--- config.mk ---
export PLATFORM = sky130hd
export DESIGN_NAME = z80_instruction_length_classifier
export DESIGN_NICKNAME = d
export VERILOG_FILES = /design/src/rtl/z80ilc_pkg.sv /design/src/rtl/z80ilc_decode.sv /design/src/rtl/z80_instruction_length_classifier.sv
export SDC_FILE = /design/constraint.sdc
export NUM_CORES = 1
export LEC_CHECK = 0
export BUFFER_PORTS_ARGS = -buffer_cell sky130_fd_sc_hd__buf_2
export CORE_MARGIN = 3
export CORE_UTILIZATION = 47
export CTS_CLUSTER_DIAMETER = 80
export DETAILED_ROUTE_END_ITERATION = 12
export PLACE_DENSITY = 0.75
export SYNTH_ARGS = -nofsm -noshare
export SYNTH_HDL_FRONTEND = slang
export SYNTH_SLANG_ARGS = --single-unit
export TNS_END_PERCENT = 5
--- constraint.sdc ---
create_clock -name clock -period 2.6 [get_ports clock]
set_clock_uncertainty 0.15 [all_clocks]
set_input_delay 0.52 -clock clock [delete_from_list [all_inputs] [get_ports clock]]
set_output_delay 0.52 -clock clock [all_outputs]
set_load 0.05 [all_outputs]
--- src/rtl/z80ilc_pkg.sv ---
package z80ilc_pkg;

   localparam int unsigned AddrWidth = 16;
   localparam int unsigned ByteWidth = 8;
   localparam int unsigned LeftWidth = 2;
   localparam int unsigned LenWidth  = 3;
   localparam int unsigned KindWidth = 5;
   localparam int unsigned RegWidth  = 3;
   localparam int unsigned WordWidth = 16;

   localparam logic [ByteWidth-1:0] OP_CB = 8'hCB;
   localparam logic [ByteWidth-1:0] OP_ED = 8'hED;
   localparam logic [ByteWidth-1:0] OP_DD = 8'hDD;
   localparam logic [ByteWidth-1:0] OP_FD = 8'hFD;
   localparam logic [ByteWidth-1:0] OP_HALT = 8'h76;
   localparam logic [ByteWidth-1:0] OP_LD_A_HL = 8'h7E;
   localparam logic [ByteWidth-1:0] MASK_XYZ = 8'hC7;
   localparam logic [ByteWidth-1:0] ED_LD_NN_RR = 8'h43;
   localparam logic [ByteWidth-1:0] ED_OUT_C_R = 8'h41;
   localparam logic [ByteWidth-1:0] ED_IN_R_C = 8'h40;
   localparam logic [ByteWidth-1:0] MASK_Y = 8'h38;
   localparam logic [ByteWidth-1:0] Y_HL_IND = 8'h30;

   localparam logic [RegWidth-1:0] REG_HL_IND = 3'd6;
   localparam logic [RegWidth-1:0] REG_A = 3'd7;

   localparam logic [KindWidth-1:0] KIND_OTHER    = 5'd0;
   localparam logic [KindWidth-1:0] KIND_OUT_N_A  = 5'd1;
   localparam logic [KindWidth-1:0] KIND_IN_A_N   = 5'd2;
   localparam logic [KindWidth-1:0] KIND_LD_A_IMM = 5'd3;
   localparam logic [KindWidth-1:0] KIND_LD_B_IMM = 5'd4;
   localparam logic [KindWidth-1:0] KIND_LD_A_REG = 5'd10;
   localparam logic [KindWidth-1:0] KIND_LD_A_MEM = 5'd11;
   localparam logic [KindWidth-1:0] KIND_CALL     = 5'd12;
   localparam logic [KindWidth-1:0] KIND_CALL_CC  = 5'd13;
   localparam logic [KindWidth-1:0] KIND_RET      = 5'd14;
   localparam logic [KindWidth-1:0] KIND_RET_CC   = 5'd15;
   localparam logic [KindWidth-1:0] KIND_JP       = 5'd16;
   localparam logic [KindWidth-1:0] KIND_JP_CC    = 5'd17;
   localparam logic [KindWidth-1:0] KIND_JR       = 5'd18;
   localparam logic [KindWidth-1:0] KIND_JR_CC    = 5'd19;
   localparam logic [KindWidth-1:0] KIND_LD_HL_NN = 5'd20;
   localparam logic [KindWidth-1:0] KIND_LD_DE_NN = 5'd21;
   localparam logic [KindWidth-1:0] KIND_RST      = 5'd22;
   localparam logic [KindWidth-1:0] KIND_LD_R_R   = 5'd23;
   localparam logic [KindWidth-1:0] KIND_LD_MEM_A = 5'd24;
   localparam logic [KindWidth-1:0] KIND_OUT_C_R  = 5'd25;
   localparam logic [KindWidth-1:0] KIND_IN_R_C   = 5'd26;
   localparam logic [KindWidth-1:0] KIND_INC_R    = 5'd27;
   localparam logic [KindWidth-1:0] KIND_DEC_R    = 5'd28;

   localparam logic [1:0] PLAIN_LEN [256] = '{
      2'd1,2'd3,2'd1,2'd1,2'd1,2'd1,2'd2,2'd1,2'd1,2'd1,2'd1,2'd1,2'd1,2'd1,2'd2,2'd1,
      2'd2,2'd3,2'd1,2'd1,2'd1,2'd1,2'd2,2'd1,2'd2,2'd1,2'd1,2'd1,2'd1,2'd1,2'd2,2'd1,
      2'd2,2'd3,2'd3,2'd1,2'd1,2'd1,2'd2,2'd1,2'd2,2'd1,2'd3,2'd1,2'd1,2'd1,2'd2,2'd1,
      2'd2,2'd3,2'd3,2'd1,2'd1,2'd1,2'd2,2'd1,2'd2,2'd1,2'd3,2'd1,2'd1,2'd1,2'd2,2'd1,
      2'd1,2'd1,2'd1,2'd1,2'd1,2'd1,2'd1,2'd1,2'd1,2'd1,2'd1,2'd1,2'd1,2'd1,2'd1,2'd1,
      2'd1,2'd1,2'd1,2'd1,2'd1,2'd1,2'd1,2'd1,2'd1,2'd1,2'd1,2'd1,2'd1,2'd1,2'd1,2'd1,
      2'd1,2'd1,2'd1,2'd1,2'd1,2'd1,2'd1,2'd1,2'd1,2'd1,2'd1,2'd1,2'd1,2'd1,2'd1,2'd1,
      2'd1,2'd1,2'd1,2'd1,2'd1,2'd1,2'd1,2'd1,2'd1,2'd1,2'd1,2'd1,2'd1,2'd1,2'd1,2'd1,
      2'd1,2'd1,2'd1,2'd1,2'd1,2'd1,2'd1,2'd1,2'd1,2'd1,2'd1,2'd1,2'd1,2'd1,2'd1,2'd1,
      2'd1,2'd1,2'd1,2'd1,2'd1,2'd1,2'd1,2'd1,2'd1,2'd1,2'd1,2'd1,2'd1,2'd1,2'd1,2'd1,
      2'd1,2'd1,2'd1,2'd1,2'd1,2'd1,2'd1,2'd1,2'd1,2'd1,2'd1,2'd1,2'd1,2'd1,2'd1,2'd1,
      2'd1,2'd1,2'd1,2'd1,2'd1,2'd1,2'd1,2'd1,2'd1,2'd1,2'd1,2'd1,2'd1,2'd1,2'd1,2'd1,
      2'd1,2'd1,2'd3,2'd3,2'd3,2'd1,2'd2,2'd1,2'd1,2'd1,2'd3,2'd0,2'd3,2'd3,2'd2,2'd1,
      2'd1,2'd1,2'd3,2'd2,2'd3,2'd1,2'd2,2'd1,2'd1,2'd1,2'd3,2'd2,2'd3,2'd0,2'd2,2'd1,
      2'd1,2'd1,2'd3,2'd1,2'd3,2'd1,2'd2,2'd1,2'd1,2'd1,2'd3,2'd1,2'd3,2'd0,2'd2,2'd1,
      2'd1,2'd1,2'd3,2'd1,2'd3,2'd1,2'd2,2'd1,2'd1,2'd1,2'd3,2'd1,2'd3,2'd0,2'd2,2'd1
   };

   typedef struct packed {
      logic [LenWidth-1:0]  len;
      logic [KindWidth-1:0] kind;
      logic [RegWidth-1:0]  src;
      logic [RegWidth-1:0]  dst;
      logic [ByteWidth-1:0] imm8;
      logic [WordWidth-1:0] imm16;
   } decode_type;

endpackage

--- src/rtl/z80ilc_decode.sv ---
module z80ilc_decode
   import z80ilc_pkg::*;
(
   input  logic [ByteWidth-1:0] first_byte,
   input  logic [ByteWidth-1:0] second_byte,
   input  logic [ByteWidth-1:0] third_byte,
   input  logic [LeftWidth-1:0] bytes_left,
   output decode_type           result
);

   logic                 has8;
   logic                 has16;
   logic [RegWidth-1:0]  r;
   logic [RegWidth-1:0]  s;
   logic [WordWidth-1:0] word;
   logic [LenWidth-1:0]  plain;
   logic [LenWidth-1:0]  idx_len;
   logic                 disp;
   logic [ByteWidth-1:0] op;
   logic [ByteWidth-1:0] b1;

   assign op    = first_byte;
   assign b1    = second_byte;
   assign has8  = bytes_left >= 2'd2;
   assign has16 = bytes_left == 2'd3;
   assign r     = op[5:3];
   assign s     = op[2:0];
   assign word  = {third_byte, second_byte};
   assign plain = {1'b0, PLAIN_LEN[op]};

   always_comb begin
      disp = 1'b0;
      if (b1[7:6] == 2'b01) begin
         if (b1 != OP_HALT) begin
            disp = (b1[2:0] == REG_HL_IND) || ((b1 & MASK_Y) == Y_HL_IND);
         end
      end else if (b1[7:6] == 2'b10) begin
         disp = b1[2:0] == REG_HL_IND;
      end else if (b1 == 8'h34 || b1 == 8'h35 || b1 == 8'h36) begin
         disp = 1'b1;
      end
      if (b1 == OP_CB) begin
         idx_len = 3'd4;
      end else if (b1 == OP_DD || b1 == OP_FD || b1 == OP_ED) begin
         idx_len = 3'd1;
      end else begin
         idx_len = 3'd1 + {1'b0, PLAIN_LEN[b1]} + {2'b00, disp};
      end
   end

   always_comb begin
      result = '0;
      if (bytes_left == 2'd0) begin
         result = '0;
      end else if (op == OP_CB) begin
         result.len = 3'd2;
      end else if (op == OP_ED) begin
         if (!has8) begin
            result.len = 3'd1;
         end else begin
            result.len = ((b1 & MASK_XYZ) == ED_LD_NN_RR) ? 3'd4 : 3'd2;
            if ((b1 & MASK_XYZ) == ED_OUT_C_R) begin
               result.kind = KIND_OUT_C_R;
               result.src  = b1[5:3];
            end else if ((b1 & MASK_XYZ) == ED_IN_R_C) begin
               result.kind = KIND_IN_R_C;
               result.dst  = b1[5:3];
            end
         end
      end else if (op == OP_DD || op == OP_FD) begin
         result.len = has8 ? idx_len : 3'd1;
         if (has16 && b1 == OP_LD_A_HL) begin
            result.kind = KIND_LD_A_MEM;
            result.len  = 3'd3;
         end
      end else begin
         result.len = plain;
         if (op == 8'hD3) begin
            result.kind = KIND_OUT_N_A;
            result.imm8 = has8 ? b1 : '0;
         end else if (op == 8'hDB) begin
            result.kind = KIND_IN_A_N;
            result.imm8 = has8 ? b1 : '0;
         end else if (op == 8'h3E) begin
            result.kind = KIND_LD_A_IMM;
            result.imm8 = has8 ? b1 : '0;
         end else if ((op & MASK_XYZ) == 8'h06 && r != REG_HL_IND) begin
            result.kind = KIND_LD_B_IMM + {2'b00, r};
            result.imm8 = has8 ? b1 : '0;
         end else if (op[7:3] == 5'b01111 && op != OP_LD_A_HL) begin
            result.kind = KIND_LD_A_REG;
            result.src  = s;
            result.dst  = REG_A;
         end else if (op == OP_LD_A_HL || op == 8'h0A || op == 8'h1A) begin
            result.kind = KIND_LD_A_MEM;
         end else if (op == 8'h3A) begin
            result.kind  = KIND_LD_A_MEM;
            result.imm16 = has16 ? word : '0;
         end else if (op == 8'h32) begin
            result.kind  = KIND_LD_MEM_A;
            result.imm16 = has16 ? word : '0;
         end else if (op == 8'h11) begin
            result.kind  = KIND_LD_DE_NN;
            result.imm16 = has16 ? word : '0;
         end else if (op == 8'h21) begin
            result.kind  = KIND_LD_HL_NN;
            result.imm16 = has16 ? word : '0;
         end else if ((op & MASK_XYZ) == 8'h04 && r != REG_HL_IND) begin
            result.kind = KIND_INC_R;
            result.dst  = r;
         end else if ((op & MASK_XYZ) == 8'h05 && r != REG_HL_IND) begin
            result.kind = KIND_DEC_R;
            result.dst  = r;
         end else if ((op & MASK_XYZ) == MASK_XYZ) begin
            result.kind = KIND_RST;
            result.imm8 = op & MASK_Y;
         end else if (op == 8'hCD) begin
            result.kind  = KIND_CALL;
            result.imm16 = has16 ? word : '0;
         end else if ((op & MASK_XYZ) == 8'hC4) begin
            result.kind  = KIND_CALL_CC;
            result.imm16 = has16 ? word : '0;
         end else if (op == 8'hC9) begin
            result.kind = KIND_RET;
         end else if ((op & MASK_XYZ) == 8'hC0) begin
            result.kind = KIND_RET_CC;
         end else if (op == 8'hC3) begin
            result.kind  = KIND_JP;
            result.imm16 = has16 ? word : '0;
         end else if ((op & MASK_XYZ) == 8'hC2) begin
            result.kind  = KIND_JP_CC;
            result.imm16 = has16 ? word : '0;
         end else if (op == 8'h18) begin
            result.kind = KIND_JR;
            result.imm8 = has8 ? b1 : '0;
         end else if (op == 8'h20 || op == 8'h28 || op == 8'h30 || op == 8'h38) begin
            result.kind = KIND_JR_CC;
            result.imm8 = has8 ? b1 : '0;
         end else if (op[7:6] == 2'b01 && s != REG_HL_IND && r != REG_HL_IND) begin
            result.kind = KIND_LD_R_R;
            result.dst  = r;
            result.src  = s;
         end
      end
   end

endmodule

--- src/rtl/z80_instruction_length_classifier.sv ---
// Z80 instruction length and kind classifier.
// The start beat is registered into the request stage, decoded, and then
// registered into the result stage that drives the result strobe.
// Throughput: one beat per cycle; busy stays low, so start is taken every cycle.
// Reset clears both stage valid flags; payload registers are not reset.
// The receiver cannot stall: each result is on rsp_ for one cycle only.
module z80_instruction_length_classifier
   import z80ilc_pkg::*;
(
   input  logic                 clock,
   input  logic                 reset,
   input  logic                 start,
   output logic                 busy,
   input  logic [AddrWidth-1:0] req_code_address,
   input  logic [ByteWidth-1:0] req_first_byte,
   input  logic [ByteWidth-1:0] req_second_byte,
   input  logic [ByteWidth-1:0] req_third_byte,
   input  logic [LeftWidth-1:0] req_bytes_left,
   output logic                 rsp_strobe,
   output logic [LenWidth-1:0]  rsp_insn_length,
   output logic [KindWidth-1:0] rsp_insn_kind,
   output logic [RegWidth-1:0]  rsp_source_register,
   output logic [RegWidth-1:0]  rsp_dest_register,
   output logic [ByteWidth-1:0] rsp_immediate_byte,
   output logic [WordWidth-1:0] rsp_immediate_word,
   output logic [AddrWidth-1:0] rsp_insn_address
);

   logic                 req_valid_ff;
   logic [AddrWidth-1:0] req_addr_ff;
   logic [ByteWidth-1:0] req_b0_ff;
   logic [ByteWidth-1:0] req_b1_ff;
   logic [ByteWidth-1:0] req_b2_ff;
   logic [LeftWidth-1:0] req_left_ff;
   logic                 rsp_valid_ff;
   decode_type           rsp_dec_ff;
   logic [AddrWidth-1:0] rsp_addr_ff;
   decode_type           rsp_dec_in;

   assign busy = 1'b0;

   always_ff @(posedge clock) begin
      if (reset) begin
         req_valid_ff <= 1'b0;
         rsp_valid_ff <= 1'b0;
      end else begin
         req_valid_ff <= start && !busy;
         rsp_valid_ff <= req_valid_ff;
      end
      req_addr_ff <= req_code_address;
      req_b0_ff   <= req_first_byte;
      req_b1_ff   <= req_second_byte;
      req_b2_ff   <= req_third_byte;
      req_left_ff <= req_bytes_left;
      rsp_dec_ff  <= rsp_dec_in;
      rsp_addr_ff <= req_addr_ff;
   end

   z80ilc_decode u_decode (
      .first_byte  (req_b0_ff),
      .second_byte (req_b1_ff),
      .third_byte  (req_b2_ff),
      .bytes_left  (req_left_ff),
      .result      (rsp_dec_in)
   );

   assign rsp_strobe          = rsp_valid_ff;
   assign rsp_insn_length     = rsp_dec_ff.len;
   assign rsp_insn_kind       = rsp_dec_ff.kind;
   assign rsp_source_register = rsp_dec_ff.src;
   assign rsp_dest_register   = rsp_dec_ff.dst;
   assign rsp_immediate_byte  = rsp_dec_ff.imm8;
   assign rsp_immediate_word  = rsp_dec_ff.imm16;
   assign rsp_insn_address    = rsp_addr_ff;

   a_strobe_follows_start: assert property (@(posedge clock) disable iff (reset)
      rsp_strobe |-> $past(start && !busy, 2))
      else $error("result strobe without a start beat two cycles earlier");

   a_address_echo: assert property (@(posedge clock) disable iff (reset)
      rsp_strobe |-> rsp_insn_address == $past(req_code_address, 2))
      else $error("result address does not match the start beat");

   a_zero_len_empty: assert property (@(posedge clock) disable iff (reset)
      rsp_strobe |-> ((rsp_insn_length == 3'd0) == ($past(req_bytes_left, 2) == 2'd0)))
      else $error("zero length does not match an empty window");

   a_len_range: assert property (@(posedge clock) disable iff (reset)
      rsp_strobe |-> rsp_insn_length <= 3'd4 && rsp_insn_kind <= KIND_DEC_R)
      else $error("length or kind out of range");

endmodule

==> metrics <==
critical path data required time 2690 ps; PD cells 621 mW/mm²; Syn. warnings 0; reg-to-reg endpoint rsp_insn_length[1]; cells on worst reg2reg path 11; first-pass GRT wire length 16.5 mm; # fillers 654; CP startpoint req_b1_ff[1]; die width 97.0 µm; drt total wl 9.97 mm; Port Buf Inserts 99; fin. max-slew vios 0; crit path to rsp_insn_length[1]; Cell variety after synth 69; critical path arrival 2560 ps; Initial DRC Count 335; min Tclk post-route 2470 ps; ys async rst share 0; full die area 0.00940 mm²; vias in the first global route 3341; vias per cell 5.51; initial cell density of the core 0.493; Die Y 97.0 µm; R2R Setup Slk 130 ps; maxcap violations 0; Mean Syn Cell Area 9.67 µm²; layout cell share with drive strength beyond 1 0.343; Seq/Total Area, Yosys 0.505; Hold-fix buffers, CTS 0; Max Freq 0.405 GHz; final period utilization 0.950; Post-synth EDFFs 0; initial antenna violation count 0; Critical R2R Launch req_b1_ff[1]; relative slew slack 0.634; Post-route DRC 0; core area 0.00789 mm²; Mapped Cells 402; ys flop type dfxtp_1; DR WL/cell 15.6 µm; area post-placement 0.00472 mm²; CTS sink cnt 98; setup tns final 0 ps; Synth top area share 0.505; status finished clean; crit end category flip-flop; IO Pins 101; clk buf depth 2; worst-skew pair later-pin latency 360 ps; H-tree depth 3; Synth Cell Area 0.00389 mm²; clock transition at the registers of the reported paths 100 ps; finished layout cell area 0.00499 mm²; Final Hold Viols 0; RSZ-0062 raised after global routing yes; WHS 99.6 ps; std cell rows 32; Synth-to-Final Area Change 28.4%; 1st-pass router iterations 5; NumNets Final 590; hold crit path type in2reg; Final setup viols 0; worst-path fanout max 8; DP HPWL 7.71 mm; P_leak 2.29 nW; largest net degree at the start of global routing 19; Least-Margin Pin Slew 544 ps; cts bufs inserted 9; Seq cells post-synth 98; gr usage total 0.215; Setup CP Type reg2reg; Tot Pwr 3.10 mW; Detail Route Antenna Nets 0; clk root buf clkbuf_8; synth top area cells dfxtp_1 (50%), ha_1 (4.5%), and2_1 (3.9%), nand2_1 (2.7%), o21ai_0 (2.7%); Congestion Overflow GR 0; worst IR drop on VDD 0.659 mV; Placer Congestion 0.968; Post-Syn Nets 461; startpoint types flip-flop; area leader, netlist dfxtp_1; CTS tree built; ant diodes 0; total number of vias 3513
registers in the layout (all words and copies together) (netlist names):
signal,count
rsp_insn_address,16
rsp_strobe,1
req_valid_ff,1
rsp_insn_kind,5
req_b1_ff,8
rsp_immediate_word,16
rsp_source_register,3
rsp_immediate_byte,8
rsp_insn_length,3
rsp_dest_register,3
req_b0_ff,8
req_b2_ff,8
req_addr_ff,16
req_left_ff,2
routing by layer:
layer  up-vias  share of wire  global-route usage
li1       1703              -                   -
met4         0          0.023              0.0896
met3        24          0.085              0.0526
met1      1618           0.44               0.288
met5         -              0                   0
met2       168           0.46               0.330
logic make-up after synthesis:
family | Yosys count | synth area share
buffers and inverters | 36 | 0.0418
DFF | 98 | 0.505
AOI/OAI and AO/OA | 101 | 0.183
other | 1 | 0.000964
and+or+nand+nor | 147 | 0.212
adders and majority gates | 14 | 0.0450
muxes | 5 | 0.0132
cell usage in the layout (no fill, tap or decap), drive strengths merged, types with 5 or more instances in the layout:
cell type / synthesis / layout
buf: 13 / 144
dfxtp: 98 / 98
nand2: 29 / 29
and2: 25 / 25
o21ai: 25 / 25
nor2: 23 / 23
a21oi: 17 / 17
nand3: 15 / 15
ha: 14 / 14
inv: 10 / 13
nor2b: 11 / 11
clkbuf: 13 / 10
a22oi: 8 / 8
o31ai: 6 / 6
nand4: 6 / 6
nor3: 6 / 6
nor4: 6 / 6
and3: 5 / 5
per-stage QoR:
stage	cells	setup slack, ps	util
after floorplan	402	194	-
after global placement	621	-8.49	0.598
after detailed placement	621	-46.3	0.598
after CTS	638	1.23	0.628
after global routing	638	-14.9	0.633
final	638	131	0.633
worst min-delay path by stage:
stage	from	endpoint	slack, ps	depth (start not counted)
final	req_second_byte[2]	req_b1_ff[2]	100	1
after global routing	req_code_address[2]	req_addr_ff[2]	80	1
after CTS	req_second_byte[2]	req_b1_ff[2]	90	1
after detailed placement	req_addr_ff[14]	rsp_insn_address[14]	160	0
after global placement	req_addr_ff[13]	rsp_insn_address[13]	160	0
after floorplan	req_addr_ff[0]	rsp_insn_address[0]	160	0
synthesized netlist by cell type (3+ instances only):
| cell | n |
|---|---|
| a22o_1 | 3 |
| a32o_1 | 3 |
| dfxtp_1 | 98 |
| a211oi_1 | 3 |
| o31ai_1 | 6 |
| nand3_1 | 14 |
| ha_1 | 14 |
| o21ai_1 | 3 |
| or3_1 | 3 |
| and2_1 | 24 |
| clkbuf_1 | 13 |
| buf_4 | 3 |
| nor2_1 | 23 |
| nand4_1 | 6 |
| nor3_1 | 6 |
| a21oi_1 | 17 |
| nand2b_1 | 3 |
| a21o_1 | 3 |
| a221oi_1 | 3 |
| and3_1 | 5 |
| o22ai_1 | 4 |
| a31oi_1 | 4 |
| nor2b_1 | 11 |
| o21ai_0 | 21 |
| o21a_1 | 3 |
| nor4_1 | 6 |
| buf_2 | 7 |
| a22oi_1 | 8 |
| inv_1 | 10 |
| nand2_1 | 28 |
| mux2i_1 | 4 |
layout make-up:
cell class                      count  area (µm²)  area share
Clock buffer                       10         138      0.0276
Clock inverter                      6        82.6      0.0165
Inverter                           10        37.5     0.00752
Multi-Input combinational cell    268        1800       0.360
Sequential cell                    98        1970       0.395
Tap cell                          102         128      0.0256
Timing Repair Buffer              144         837       0.168
worst max-delay path: stages, from the launching register on:
cell and delay, ps:
dfxtp_4 380, inv_2 100, ha_4 170, or4b_2 580
a21oi_1 160, o21ai_0 100, o21ai_0 120, ha_1 270
nand2_1 80, nor4_2 40, o21ai_1 140, nand2_1 80
repair_timing:
| action | CTS | global route |
|---|---|---|
| pin swaps | 1 | 0 |
| buffers inserted | 1 | 0 |
| gates resized for setup | 3 | 15 |
| setup endpoints to repair | 17 | 22 |
power breakdown:
| part | leakage, nW | internal [mW] | total, mW | switching (mW) |
|---|---|---|---|---|
| logic | 1.37 | 0.164 | 0.449 | 0.284 |
| clock network | 0.108 | 0.493 | 1.04 | 0.552 |
| registers | 0.815 | 1.57 | 1.61 | 0.0430 |
(Power assumes the default switching activity.)
